## config.mk

```make
export PLATFORM = sky130hd
export DESIGN_NAME = or_address_form_validator_core
export DESIGN_NICKNAME = d
export VERILOG_FILES = /design/src/orafv_pkg.sv /design/src/or_address_form_validator_core.sv
export SDC_FILE = /design/constraint.sdc
export NUM_CORES = 1
export LEC_CHECK = 0
export ABC_AREA = 1
export BUFFER_PORTS_ARGS = -buffer_cell sky130_fd_sc_hd__buf_2
export CAP_MARGIN = 20
export CORE_MARGIN = 1.5
export CORE_UTILIZATION = 50
export CTS_CLUSTER_DIAMETER = 100
export CTS_CLUSTER_SIZE = 24
export DETAILED_ROUTE_END_ITERATION = 8
export PLACE_DENSITY = 0.76
export SKIP_LAST_GASP = 1
export SYNTH_ARGS = -nofsm -noshare
export SYNTH_HDL_FRONTEND = slang
export SYNTH_SLANG_ARGS = --single-unit
```

## constraint.sdc

```tcl
create_clock -name clk -period 6.8 [get_ports clk]
set_input_delay 1.7 -clock clk [delete_from_list [all_inputs] [get_ports clk]]
set_output_delay 1.7 -clock clk [all_outputs]
set_load 0.005 [all_outputs]
```

## src/orafv_pkg.sv

```systemverilog
// Shared types, codes and the per-form limit table of the O/R address validator.
// No dependencies.
package orafv_pkg;

  localparam int unsigned MAX_DOMAIN_DEFINED = 4;
  localparam int unsigned MAX_UNIT_NAMES     = 4;

  // address forms
  localparam logic [2:0] FORM_TERMINAL = 3'd0;
  localparam logic [2:0] FORM_POSTAL   = 3'd1;
  localparam logic [2:0] FORM_NUMERIC  = 3'd2;
  localparam logic [2:0] FORM_MNEMONIC = 3'd3;
  localparam logic [2:0] FORM_UNKNOWN  = 3'd4;

  // error codes
  localparam logic [2:0] ERR_NONE        = 3'd0;
  localparam logic [2:0] ERR_TOO_MANY    = 3'd1;
  localparam logic [2:0] ERR_NOT_ALLOWED = 3'd2;
  localparam logic [2:0] ERR_MISSING     = 3'd3;
  localparam logic [2:0] ERR_UNFMT_MIX   = 3'd4;
  localparam logic [2:0] ERR_NO_SURNAME  = 3'd5;

  // component type codes
  localparam logic [5:0] T_C        = 6'd0;
  localparam logic [5:0] T_ADMD     = 6'd1;
  localparam logic [5:0] T_X121     = 6'd2;
  localparam logic [5:0] T_PRMD     = 6'd3;
  localparam logic [5:0] T_TID      = 6'd4;
  localparam logic [5:0] T_DD       = 6'd5;
  localparam logic [5:0] T_PDSNAME  = 6'd6;
  localparam logic [5:0] T_PD_C     = 6'd7;
  localparam logic [5:0] T_POSTCODE = 6'd8;
  localparam logic [5:0] T_OR_COMPS = 6'd9;
  localparam logic [5:0] T_UPA_PA   = 6'd19;
  localparam logic [5:0] T_UPN      = 6'd20;
  localparam logic [5:0] T_UAID     = 6'd21;
  localparam logic [5:0] T_CN       = 6'd22;
  localparam logic [5:0] T_O        = 6'd23;
  localparam logic [5:0] T_OU       = 6'd24;
  localparam logic [5:0] T_OU4      = 6'd28;
  localparam logic [5:0] T_S        = 6'd29;
  localparam logic [5:0] T_G        = 6'd30;
  localparam logic [5:0] T_I        = 6'd31;
  localparam logic [5:0] T_GQ       = 6'd32;
  localparam logic [5:0] T_OTHER    = 6'd33;

  // counter slots: codes up to OU map to themselves, OU1..OU4 share OU,
  // S..GQ follow on; "any other type" has no counter
  localparam int unsigned NUM_SLOTS = 29;
  localparam int unsigned SLOT_W    = 5;

  typedef logic [SLOT_W-1:0] slot_t;
  typedef logic [2:0]        cnt_t;

  localparam slot_t SLOT_S  = slot_t'(25);
  localparam slot_t SLOT_G  = slot_t'(26);
  localparam slot_t SLOT_I  = slot_t'(27);
  localparam slot_t SLOT_GQ = slot_t'(28);

  typedef struct packed {
    logic       bad;        // type not allowed in this form
    logic       unlimited;
    logic [2:0] max;
  } limit_t;

  function automatic slot_t slot_of(logic [5:0] t);
    slot_t s;
    if (t <= T_OU) begin
      s = t[SLOT_W-1:0];
    end else if (t <= T_OU4) begin
      s = T_OU[SLOT_W-1:0];
    end else begin
      s = slot_t'(t - 6'd4);
    end
    return s;
  endfunction

  function automatic limit_t limit_of(logic [2:0] form, logic [5:0] t);
    limit_t l;
    l = '{bad: 1'b1, unlimited: 1'b0, max: 3'd0};
    unique case (form)
      FORM_TERMINAL: begin
        if (t == T_C || t == T_ADMD || t == T_X121 || t == T_PRMD || t == T_TID) begin
          l = '{bad: 1'b0, unlimited: 1'b0, max: 3'd1};
        end else if (t == T_DD) begin
          l = '{bad: 1'b0, unlimited: 1'b0, max: 3'(MAX_DOMAIN_DEFINED)};
        end
      end
      FORM_POSTAL: begin
        if (t == T_PRMD || t == T_PDSNAME) begin
          l = '{bad: 1'b0, unlimited: 1'b0, max: 3'd1};
        end else if (t == T_C || t == T_ADMD || (t >= T_PD_C && t <= T_UPN)) begin
          l = '{bad: 1'b0, unlimited: 1'b1, max: 3'd0};
        end
      end
      FORM_NUMERIC: begin
        if (t == T_PRMD) begin
          l = '{bad: 1'b0, unlimited: 1'b0, max: 3'd1};
        end else if (t == T_DD) begin
          l = '{bad: 1'b0, unlimited: 1'b0, max: 3'(MAX_DOMAIN_DEFINED)};
        end else if (t == T_C || t == T_ADMD || t == T_UAID) begin
          l = '{bad: 1'b0, unlimited: 1'b1, max: 3'd0};
        end
      end
      FORM_MNEMONIC: begin
        if (t == T_CN || t == T_PRMD || t == T_O) begin
          l = '{bad: 1'b0, unlimited: 1'b0, max: 3'd1};
        end else if (t >= T_OU && t <= T_OU4) begin
          l = '{bad: 1'b0, unlimited: 1'b0, max: 3'(MAX_UNIT_NAMES)};
        end else if (t == T_DD) begin
          l = '{bad: 1'b0, unlimited: 1'b0, max: 3'(MAX_DOMAIN_DEFINED)};
        end else if (t == T_C || t == T_ADMD || (t >= T_S && t <= T_GQ)) begin
          l = '{bad: 1'b0, unlimited: 1'b1, max: 3'd0};
        end
      end
      default: begin
        l = '{bad: 1'b0, unlimited: 1'b1, max: 3'd0};
      end
    endcase
    return l;
  endfunction

endpackage

```

## src/or_address_form_validator_core.sv

```systemverilog
// O/R address form validator: one component word in, one verdict word per address.
// Depends on orafv_pkg.
//
//  channel | handshake          | payload
//  --------+--------------------+-----------------------------------------------
//  in      | in_valid/in_stall  | address_form, component_type, last_component
//  out     | out_valid/out_stall| address_valid, error_code, error_component
//
// One word per cycle sustained; an input register feeds the counter update and
// final checks, which load the result register, so the verdict word is offered
// once the last word has left the input register. Other words produce no result.
// Synchronous reset clears the counters, error and address-start state.
// A stalled result holds; the input register keeps taking words until it is
// full behind a stalled result, then in_stall rises.
module or_address_form_validator_core (
  input  logic       clk,
  input  logic       rst,
  input  logic       in_valid,
  output logic       in_stall,
  input  logic [2:0] address_form,
  input  logic [5:0] component_type,
  input  logic       last_component,
  output logic       out_valid,
  input  logic       out_stall,
  output logic       address_valid,
  output logic [2:0] error_code,
  output logic [5:0] error_component
);

  // input register
  logic       s1_valid;
  logic [2:0] s1_form;
  logic [5:0] s1_type;
  logic       s1_last;

  // address state
  logic                 at_start;
  logic [2:0]           held_form;
  orafv_pkg::cnt_t      cnt [orafv_pkg::NUM_SLOTS];
  logic [2:0]           first_error;
  logic [5:0]           first_error_type;

  // working values
  logic                 s1_adv;
  logic                 step;
  logic [5:0]           t_c;
  logic [2:0]           form_eff;
  orafv_pkg::limit_t    lim;
  logic                 has_cnt;
  orafv_pkg::slot_t     idx;
  orafv_pkg::cnt_t      cur;
  orafv_pkg::cnt_t      cnt_upd [orafv_pkg::NUM_SLOTS];
  logic [2:0]           err_a;
  logic [5:0]           etype_a;
  logic [2:0]           err_f;
  logic [5:0]           etype_f;
  logic                 mix;
  logic                 no_surname;

  assign s1_adv   = !out_valid || !out_stall;
  assign in_stall = s1_valid && !s1_adv;
  assign step     = s1_valid && s1_adv;

  always_comb begin
    t_c = (s1_type > orafv_pkg::T_OTHER) ? orafv_pkg::T_OTHER : s1_type;
    if (at_start) begin
      form_eff = (s1_form > orafv_pkg::FORM_UNKNOWN) ? orafv_pkg::FORM_UNKNOWN : s1_form;
    end else begin
      form_eff = held_form;
    end
    lim     = orafv_pkg::limit_of(form_eff, t_c);
    has_cnt = (t_c != orafv_pkg::T_OTHER);
    idx     = has_cnt ? orafv_pkg::slot_of(t_c) : '0;
    cur     = cnt[idx];

    err_a   = first_error;
    etype_a = first_error_type;
    cnt_upd = cnt;
    // once an error is held, later words leave the counters alone
    if (first_error == orafv_pkg::ERR_NONE) begin
      if (lim.bad) begin
        err_a   = orafv_pkg::ERR_NOT_ALLOWED;
        etype_a = t_c;
      end else if (!lim.unlimited && cur >= lim.max) begin
        err_a   = orafv_pkg::ERR_TOO_MANY;
        etype_a = t_c;
      end else if (has_cnt && cur != 3'd7) begin
        cnt_upd[idx] = cur + 3'd1;
      end
    end

    // detailed postal components alongside the unformatted address
    mix = 1'b0;
    for (int k = int'(orafv_pkg::T_OR_COMPS); k <= int'(orafv_pkg::T_UPN); k++) begin
      if (k != int'(orafv_pkg::T_UPA_PA)) begin
        mix = mix | (cnt_upd[orafv_pkg::slot_t'(k)] != 3'd0);
      end
    end
    no_surname = (cnt_upd[orafv_pkg::SLOT_S] == 3'd0) &&
                 ((cnt_upd[orafv_pkg::SLOT_G] != 3'd0) ||
                  (cnt_upd[orafv_pkg::SLOT_I] != 3'd0) ||
                  (cnt_upd[orafv_pkg::SLOT_GQ] != 3'd0));

    err_f   = err_a;
    etype_f = etype_a;
    if (err_a == orafv_pkg::ERR_NONE) begin
      unique case (form_eff)
        orafv_pkg::FORM_TERMINAL: begin
          if (cnt_upd[orafv_pkg::T_X121[4:0]] == 3'd0) begin
            err_f = orafv_pkg::ERR_MISSING; etype_f = orafv_pkg::T_X121;
          end
        end
        orafv_pkg::FORM_POSTAL: begin
          priority if (cnt_upd[orafv_pkg::T_C[4:0]] == 3'd0) begin
            err_f = orafv_pkg::ERR_MISSING; etype_f = orafv_pkg::T_C;
          end else if (cnt_upd[orafv_pkg::T_ADMD[4:0]] == 3'd0) begin
            err_f = orafv_pkg::ERR_MISSING; etype_f = orafv_pkg::T_ADMD;
          end else if (cnt_upd[orafv_pkg::T_PD_C[4:0]] == 3'd0) begin
            err_f = orafv_pkg::ERR_MISSING; etype_f = orafv_pkg::T_PD_C;
          end else if (cnt_upd[orafv_pkg::T_POSTCODE[4:0]] == 3'd0) begin
            err_f = orafv_pkg::ERR_MISSING; etype_f = orafv_pkg::T_POSTCODE;
          end else if (cnt_upd[orafv_pkg::T_UPA_PA[4:0]] == 3'd1 && mix) begin
            err_f = orafv_pkg::ERR_UNFMT_MIX; etype_f = orafv_pkg::T_UPA_PA;
          end
        end
        orafv_pkg::FORM_NUMERIC: begin
          priority if (cnt_upd[orafv_pkg::T_C[4:0]] == 3'd0) begin
            err_f = orafv_pkg::ERR_MISSING; etype_f = orafv_pkg::T_C;
          end else if (cnt_upd[orafv_pkg::T_ADMD[4:0]] == 3'd0) begin
            err_f = orafv_pkg::ERR_MISSING; etype_f = orafv_pkg::T_ADMD;
          end else if (cnt_upd[orafv_pkg::T_UAID[4:0]] == 3'd0) begin
            err_f = orafv_pkg::ERR_MISSING; etype_f = orafv_pkg::T_UAID;
          end
        end
        orafv_pkg::FORM_MNEMONIC: begin
          priority if (cnt_upd[orafv_pkg::T_C[4:0]] == 3'd0) begin
            err_f = orafv_pkg::ERR_MISSING; etype_f = orafv_pkg::T_C;
          end else if (cnt_upd[orafv_pkg::T_ADMD[4:0]] == 3'd0) begin
            err_f = orafv_pkg::ERR_MISSING; etype_f = orafv_pkg::T_ADMD;
          end else if (no_surname) begin
            err_f = orafv_pkg::ERR_NO_SURNAME; etype_f = orafv_pkg::T_S;
          end
        end
        default: begin
          if (no_surname) begin
            err_f = orafv_pkg::ERR_NO_SURNAME; etype_f = orafv_pkg::T_S;
          end
        end
      endcase
    end
  end

  // input register
  always_ff @(posedge clk) begin
    if (rst) begin
      s1_valid <= 1'b0;
    end else if (in_valid && !in_stall) begin
      s1_valid <= 1'b1;
    end else if (s1_adv) begin
      s1_valid <= 1'b0;
    end
  end

  always_ff @(posedge clk) begin
    if (in_valid && !in_stall) begin
      s1_form <= address_form;
      s1_type <= component_type;
      s1_last <= last_component;
    end
  end

  // address state; rearmed after the last word
  always_ff @(posedge clk) begin
    if (rst || (step && s1_last)) begin
      at_start         <= 1'b1;
      held_form        <= orafv_pkg::FORM_TERMINAL;
      first_error      <= orafv_pkg::ERR_NONE;
      first_error_type <= '0;
      for (int i = 0; i < orafv_pkg::NUM_SLOTS; i++) begin
        cnt[i] <= '0;
      end
    end else if (step) begin
      at_start         <= 1'b0;
      held_form        <= form_eff;
      first_error      <= err_a;
      first_error_type <= etype_a;
      cnt              <= cnt_upd;
    end
  end

  // result register
  always_ff @(posedge clk) begin
    if (rst) begin
      out_valid <= 1'b0;
    end else if (step && s1_last) begin
      out_valid <= 1'b1;
    end else if (!out_stall) begin
      out_valid <= 1'b0;
    end
  end

  always_ff @(posedge clk) begin
    if (step && s1_last) begin
      address_valid   <= (err_f == orafv_pkg::ERR_NONE);
      error_code      <= err_f;
      error_component <= etype_f;
    end
  end

endmodule

```

== Word level (Yosys, flattened, before mapping) ==
Index checks and enable logic that the tools add are counted.
Storage, ports and cells
  register bits after elaboration: 122
  logic and storage cells: 209
  input bits: 14
  output and inout port bits: 12
Operators by class
  multiplexer cells: 66
  add/sub/neg operators: 2
  bitwise logic cells: 13
  magnitude comparators: 12
  equality and inequality tests: 16
  reductions and logical operators: 59
Operators with widths (count)
  2-to-1 mux 87 bit: 4
  2-to-1 mux 6 bit: 17
  bitwise mux 87 bit: 1
  2-to-1 mux 5 bit: 14
  2-to-1 mux 3 bit: 21
  nonzero test 3 bit: 14
  logical NOT 3 bit: 11
  one-hot mux 6 bit (4 select lines): 1
  one-hot mux 5 bit (4 select lines): 1
  == test 6 x 3 -> 1 bit (second input constant): 3
  == test 6 x 5 -> 1 bit (second input constant): 3
  less-or-equal comparator 6 x 5 -> 1 bit (second input constant): 3
  binary-select mux 3 bit (select 5 bit): 1
  demux 3 bit (select 5 bit): 1
  logical OR 1 bit: 14
  == test 6 x 2 -> 1 bit (second input constant): 2
  greater-or-equal comparator 6 x 5 -> 1 bit (second input constant): 2
  logical AND 1 bit: 12
  one-hot mux 3 bit (4 select lines): 1
  bitwise OR 1 bit: 10
  == test 3 x 1 -> 1 bit (second input constant): 2
  == test 3 x 2 -> 1 bit (second input constant): 2
  == test 6 x 1 -> 1 bit (second input constant): 1
  greater-or-equal comparator 6 x 3 -> 1 bit (second input constant): 1
  other kinds (18): 26

== Depth between registers and ports, before layout ==
  word-level depth: 36
  depth in mapped cells: 45
  gate-level depth less buffers: 42

== Worst setup path before layout ==
No wires, ideal clock.
  kind: register to register
  from: register s1_type[4]
  to: register error_component[0] (data pin)
  library setup time: 0.252 ns
  clock period less this slack: 5.003 ns
  buffers on the path: 4
  cell stages (with the launch flop): 40
  required time: 6.548 ns
  arrival: 4.751 ns
  path slack: 1.797 ns
  path through: edfxtp_1 > nor2_1 > nand2_1 > nand2_2 > inv_2 > nor2_1 > ha_1 > inv_1 > nor2_2 > nand4_2 > nand2_4 > nand3_4 > buf_6 > nand3_1 > buf_4 > o22ai_1 > o21ai_1 > nand2_1 > [... 4 more ...] > ha_1 > nor2_1 > inv_1 > nor2_1 > buf_1 > nand4_2 > o21ai_1 > nand2_1 > nor2_1 > nand2_1 > nor2_2 > nand2_2 > nand2_2 > nand2_1 > nand2_1 > nand3_1 > nand2_1 > nand2_1
Between the ends
  longest elaborated chain between the ends: 35
  elaborated cells between the ends (all ways): 126
  those cells by class: 2 x add/sub; 11 x order compare; 12 x eq/ne; 46 x mux; 11 x bitwise; 44 x reduce/logical
RTL lines
  start: declaration: RTL line or_address_form_validator_core.sv:33  | logic [5:0] s1_type;
  start signal: assignment: RTL line or_address_form_validator_core.sv:167  | s1_type <= component_type;
  > comparator 6 bit: RTL line or_address_form_validator_core.sv:65  | t_c = (s1_type > orafv_pkg::T_OTHER) ? orafv_pkg::T_OTHER : s1_type;
  2-to-1 mux 6 bit (*): RTL line or_address_form_validator_core.sv:65
  subtractor 5 x 3 -> 5 bit / less-or-equal comparator 6 x 5 -> 1 bit (equally long branches): RTL line orafv_pkg.sv:73, orafv_pkg.sv:70, orafv_pkg.sv:108
  2-to-1 mux 5 bit: RTL line orafv_pkg.sv:70  | end else if (t <= T_OU4) begin
  2-to-1 mux 5 bit: RTL line orafv_pkg.sv:68  | if (t <= T_OU) begin
  2-to-1 mux 5 bit: RTL line or_address_form_validator_core.sv:73  | idx = has_cnt ? orafv_pkg::slot_of(t_c) : '0;
  NOT 5 -> 6 bit (not written as such): RTL line or_address_form_validator_core.sv:74, or_address_form_validator_core.sv:88
  binary-select mux 3 bit (select 5 bit) (tied with other cells): RTL line or_address_form_validator_core.sv:74  | cur = cnt[idx];
  [... 20 more ...]
  2-to-1 mux 6 bit: RTL line or_address_form_validator_core.sv:122  | end else if (cnt_upd[orafv_pkg::T_UPA_PA[4:0]] == 3'd1 && mix) begin
  2-to-1 mux 6 bit: RTL line or_address_form_validator_core.sv:120  | end else if (cnt_upd[orafv_pkg::T_POSTCODE[4:0]] == 3'd0) begin
  2-to-1 mux 6 bit: RTL line or_address_form_validator_core.sv:118  | end else if (cnt_upd[orafv_pkg::T_PD_C[4:0]] == 3'd0) begin
  2-to-1 mux 6 bit: RTL line or_address_form_validator_core.sv:116  | end else if (cnt_upd[orafv_pkg::T_ADMD[4:0]] == 3'd0) begin
  2-to-1 mux 6 bit: RTL line or_address_form_validator_core.sv:114  | priority if (cnt_upd[orafv_pkg::T_C[4:0]] == 3'd0) begin
  one-hot mux 6 bit (4 select lines): RTL line or_address_form_validator_core.sv:107  | unique case (form_eff)
  2-to-1 mux 6 bit (*): RTL line or_address_form_validator_core.sv:106  | if (err_a == orafv_pkg::ERR_NONE) begin
  net etype_f[0]: RTL line or_address_form_validator_core.sv:56  | logic [5:0] etype_f;
  end signal: assignment: RTL line or_address_form_validator_core.sv:206  | error_component <= etype_f;
  end: declaration: RTL line or_address_form_validator_core.sv:27  | output logic [5:0] error_component
Mark *: on every way through the listed nets, which the timed path passes. The rest lies on a longest branch. The select of a mux whose other input is x is not followed.
A chain may end at the register's enable or synchronous reset.

== Worst setup path in the final report ==
  from: register s1_type[4]
  to: register error_component[1] (data pin)
The elaborated chain is that of the path after synthesis.

==> impl_metrics.tcl <==
set metrics [dict create \
    outcome "complete, no violations" \
    initial_core_util 0.511 \
    drt_pass1_iterations 9 \
    drt_wl_total_um 25300 \
    syn_inst 1246 \
    slew_headroom 0.460 \
    dpl.cell_count 1457 \
    crit_required_ns 6.99 \
    cts_max_level 4 \
    crit_fanout 22 \
    antenna_cells 0 \
    finClkSkew_ns 0.00859 \
    switching_share 0.348 \
    pwr-share-clk 0.401 \
    layout_min_cycle_time_ns 6.27 \
    numPortBuffers 25 \
    clock.fmax_mhz 159 \
    hold_class "reg -> reg" \
    synth_edf_count 20 \
    final_util 0.569 \
    hold_viol 0 \
    grt_max_degree 84 \
    clk_latency_ns 0.44 \
    fin_nets 1282 \
    avgSynthCellArea_um2 6.49 \
    num_vias 8396 \
    min_period_over_period 0.923 \
    fill_cells 1538 \
    tns_ns 0 \
    internal_power_mw 1.55 \
    synth_fa_ha_area_frac 0.0124 \
    rsz0062_at_grt "false" \
    numClockSinks 122 \
    drt_iter0_drc 1031 \
    synth_top_family_by_area "simple AND/OR/NAND/NOR gates" \
    tightest_slew_ns 0.810 \
    pwr_density_cell_nw_per_um2 264 \
    synthArstFlopShare 0 \
    power_mw 2.38 \
    synthFlopType "dfxtp_1" \
    hpwl_um 17900 \
    ys_types 45 \
    viasPerCell 5.64 \
    seq_power_share 0.341 \
    drive_above_1_share 0.123 \
    routedWlPerCell_um 17.0 \
    overflow 0 \
    die_w_um 130 \
    crit_path_top_delay_cell "edfxtp_1" \
    leakage_nw 4.50 \
    final_common_cell "nand2_1" \
    clk_path_buf_depth 2 \
    holdWs_ns 0.468 \
    rrSetupSlack_ns 0.53 \
    clk_pin_slew_ns 0.06 \
    comb_power_share 0.258 \
    synth.area.mux_share 0 \
    cp-end-kind "register" \
    io_pins 26 \
    max-vdd-ir-drop_uv 190 \
    cts_tree "yes" \
    drc_errors 0 \
    dieArea_um2 16900 \
    synth-xor-area-share 0.00108 \
    numCtsBuffers 17 \
    ys_ff_latch 122 \
    path_class "reg -> reg" \
    fin_cells 1489 \
    drv_slew 0 \
    antenna_left 0 \
    core_um2 15800 \
    path_common_cell "nor2_1" \
    maxCapViolations 0 \
    antenna_found_initial 0 \
    synth_nets 1268 \
    synth_compound_area_frac 0.185 \
    area_delta_synth_final_pct 11.3 \
    cts_root_buf "clkbuf_16" \
    die_h_um 130 \
    gp_congestion 1.02 \
    start_kind "register" \
    rows 46 \
    yosysWarnings 0 \
    grt.total_usage 0.312 \
    synth-seq-area-share 0.327 \
    arrival_ns 6.47 \
    setup_viol 0 \
    grt_pass1_wl_um 40200 \
    grt_pass1_vias 7606 \
    switchingPower_mw 0.828 \
    syn_area_um2 8090 \
    max_stage_delay_ns 0.49 \
    mostFrequentLayoutCells "nand2_1, inv_1, dfxtp_1" \
    synthSimpleGateAreaFrac 0.332 \
]
==> power groups by stage <==
stage	sequential [mW]	clock, mW	combinational [mW]
after global routing	0.814	0.993	0.663
after detailed placement	0.824	0	0.591
final	0.810	0.954	0.614
after floorplan	0.813	0	0.432
after global placement	0.824	0	0.586
after CTS	0.809	0.962	0.595
==> timing repair <==
action	in CTS	in global routing
endpoints found under the setup margin	0	8
hold buffers	0	0
endpoints found under the hold margin	0	0
gates resized for setup	0	3
buffers inserted	0	0
==> final timing paths <==
| path | startpoint | depth (start not counted) | to |
|---|---|---|---|
| worst max-delay path | s1_type[4] | 36 | error_component[1] |
| worst min-delay path | register | 2 | register |
| worst max register to register | s1_type[4] | 36 | error_component[1] |
| worst min register to register | register | 2 | register |
==> kinds of logic (layout without fill, tap and decap cells) <==
group / count (synthesis) / after routing
buffers and inverters: 289 / 316
adder cells (fa/ha/maj): 8 / 8
XOR/XNOR: 1 / 1
AO/OA/AOI/OAI: 249 / 249
flip-flops: 122 / 122
AND/OR/NAND/NOR: 577 / 577
==> per-layer routing <==
layer | vias up | track usage | wire (µm)
li1 | 4091 | - | -
met1 | 3745 | 0.397 | 10600
met2 | 459 | 0.491 | 11400
met3 | 101 | 0.0726 | 2220
met4 | 0 | 0.167 | 1090
met5 | - | 0 | 0
==> critical path, delay by kind of cell (launching register included) <==
| kind | cells | cell delay (ns) |
|---|---|---|
| AOI/OAI and AO/OA | 4 | 0.84 |
| DFF | 1 | 0.49 |
| buffers and inverters | 4 | 0.36 |
| and+or+nand+nor | 26 | 3.84 |
| adders and majority gates | 2 | 0.49 |
==> synth_stat cells (5+ instances only) <==
cell type / count / share of area
edfxtp_1: 20 / 0.074
o21ai_0: 65 / 0.040
inv_2: 15 / 0.0070
a22oi_1: 5 / 0.0046
buf_1: 7 / 0.0032
buf_6: 6 / 0.0084
dfxtp_1: 102 / 0.25
nor3_1: 10 / 0.0062
nand2_2: 12 / 0.0093
nand4_2: 13 / 0.020
nor2_2: 12 / 0.0093
a21oi_1: 41 / 0.025
nand2_1: 315 / 0.15
nand3_2: 7 / 0.0087
nand3_1: 69 / 0.043
a211oi_1: 10 / 0.0093
o21ai_1: 36 / 0.022
buf_2: 7 / 0.0043
a31oi_1: 6 / 0.0046
nor2_4: 5 / 0.0070
ha_1: 8 / 0.012
o22ai_1: 21 / 0.016
o211ai_1: 51 / 0.047
inv_1: 223 / 0.10
clkbuf_1: 25 / 0.012
nand4_1: 24 / 0.019
nor2_1: 95 / 0.044
==> cell type report <==
| type | count | area (µm²) | area share |
|---|---|---|---|
| Clock buffer | 18 | 429 | 0.0477 |
| Clock inverter | 14 | 178 | 0.0197 |
| Inverter | 242 | 913 | 0.101 |
| Multi-Input combinational cell | 835 | 4320 | 0.479 |
| Sequential cell | 122 | 2640 | 0.294 |
| Tap cell | 216 | 270 | 0.0300 |
| Timing Repair Buffer | 42 | 253 | 0.0281 |
==> stage by stage <==
| step | area [µm²] | worst slack (ns) |
|---|---|---|
| after floorplan | 8090 | 1.80 |
| after global placement | 8380 | 0.564 |
| after detailed placement | 8380 | 0.495 |
| after CTS | 8990 | 0.466 |
| after global routing | 9000 | 0.0180 |
| final | 9000 | 0.526 |
Note: power is estimated with default switching activity, not from simulation.
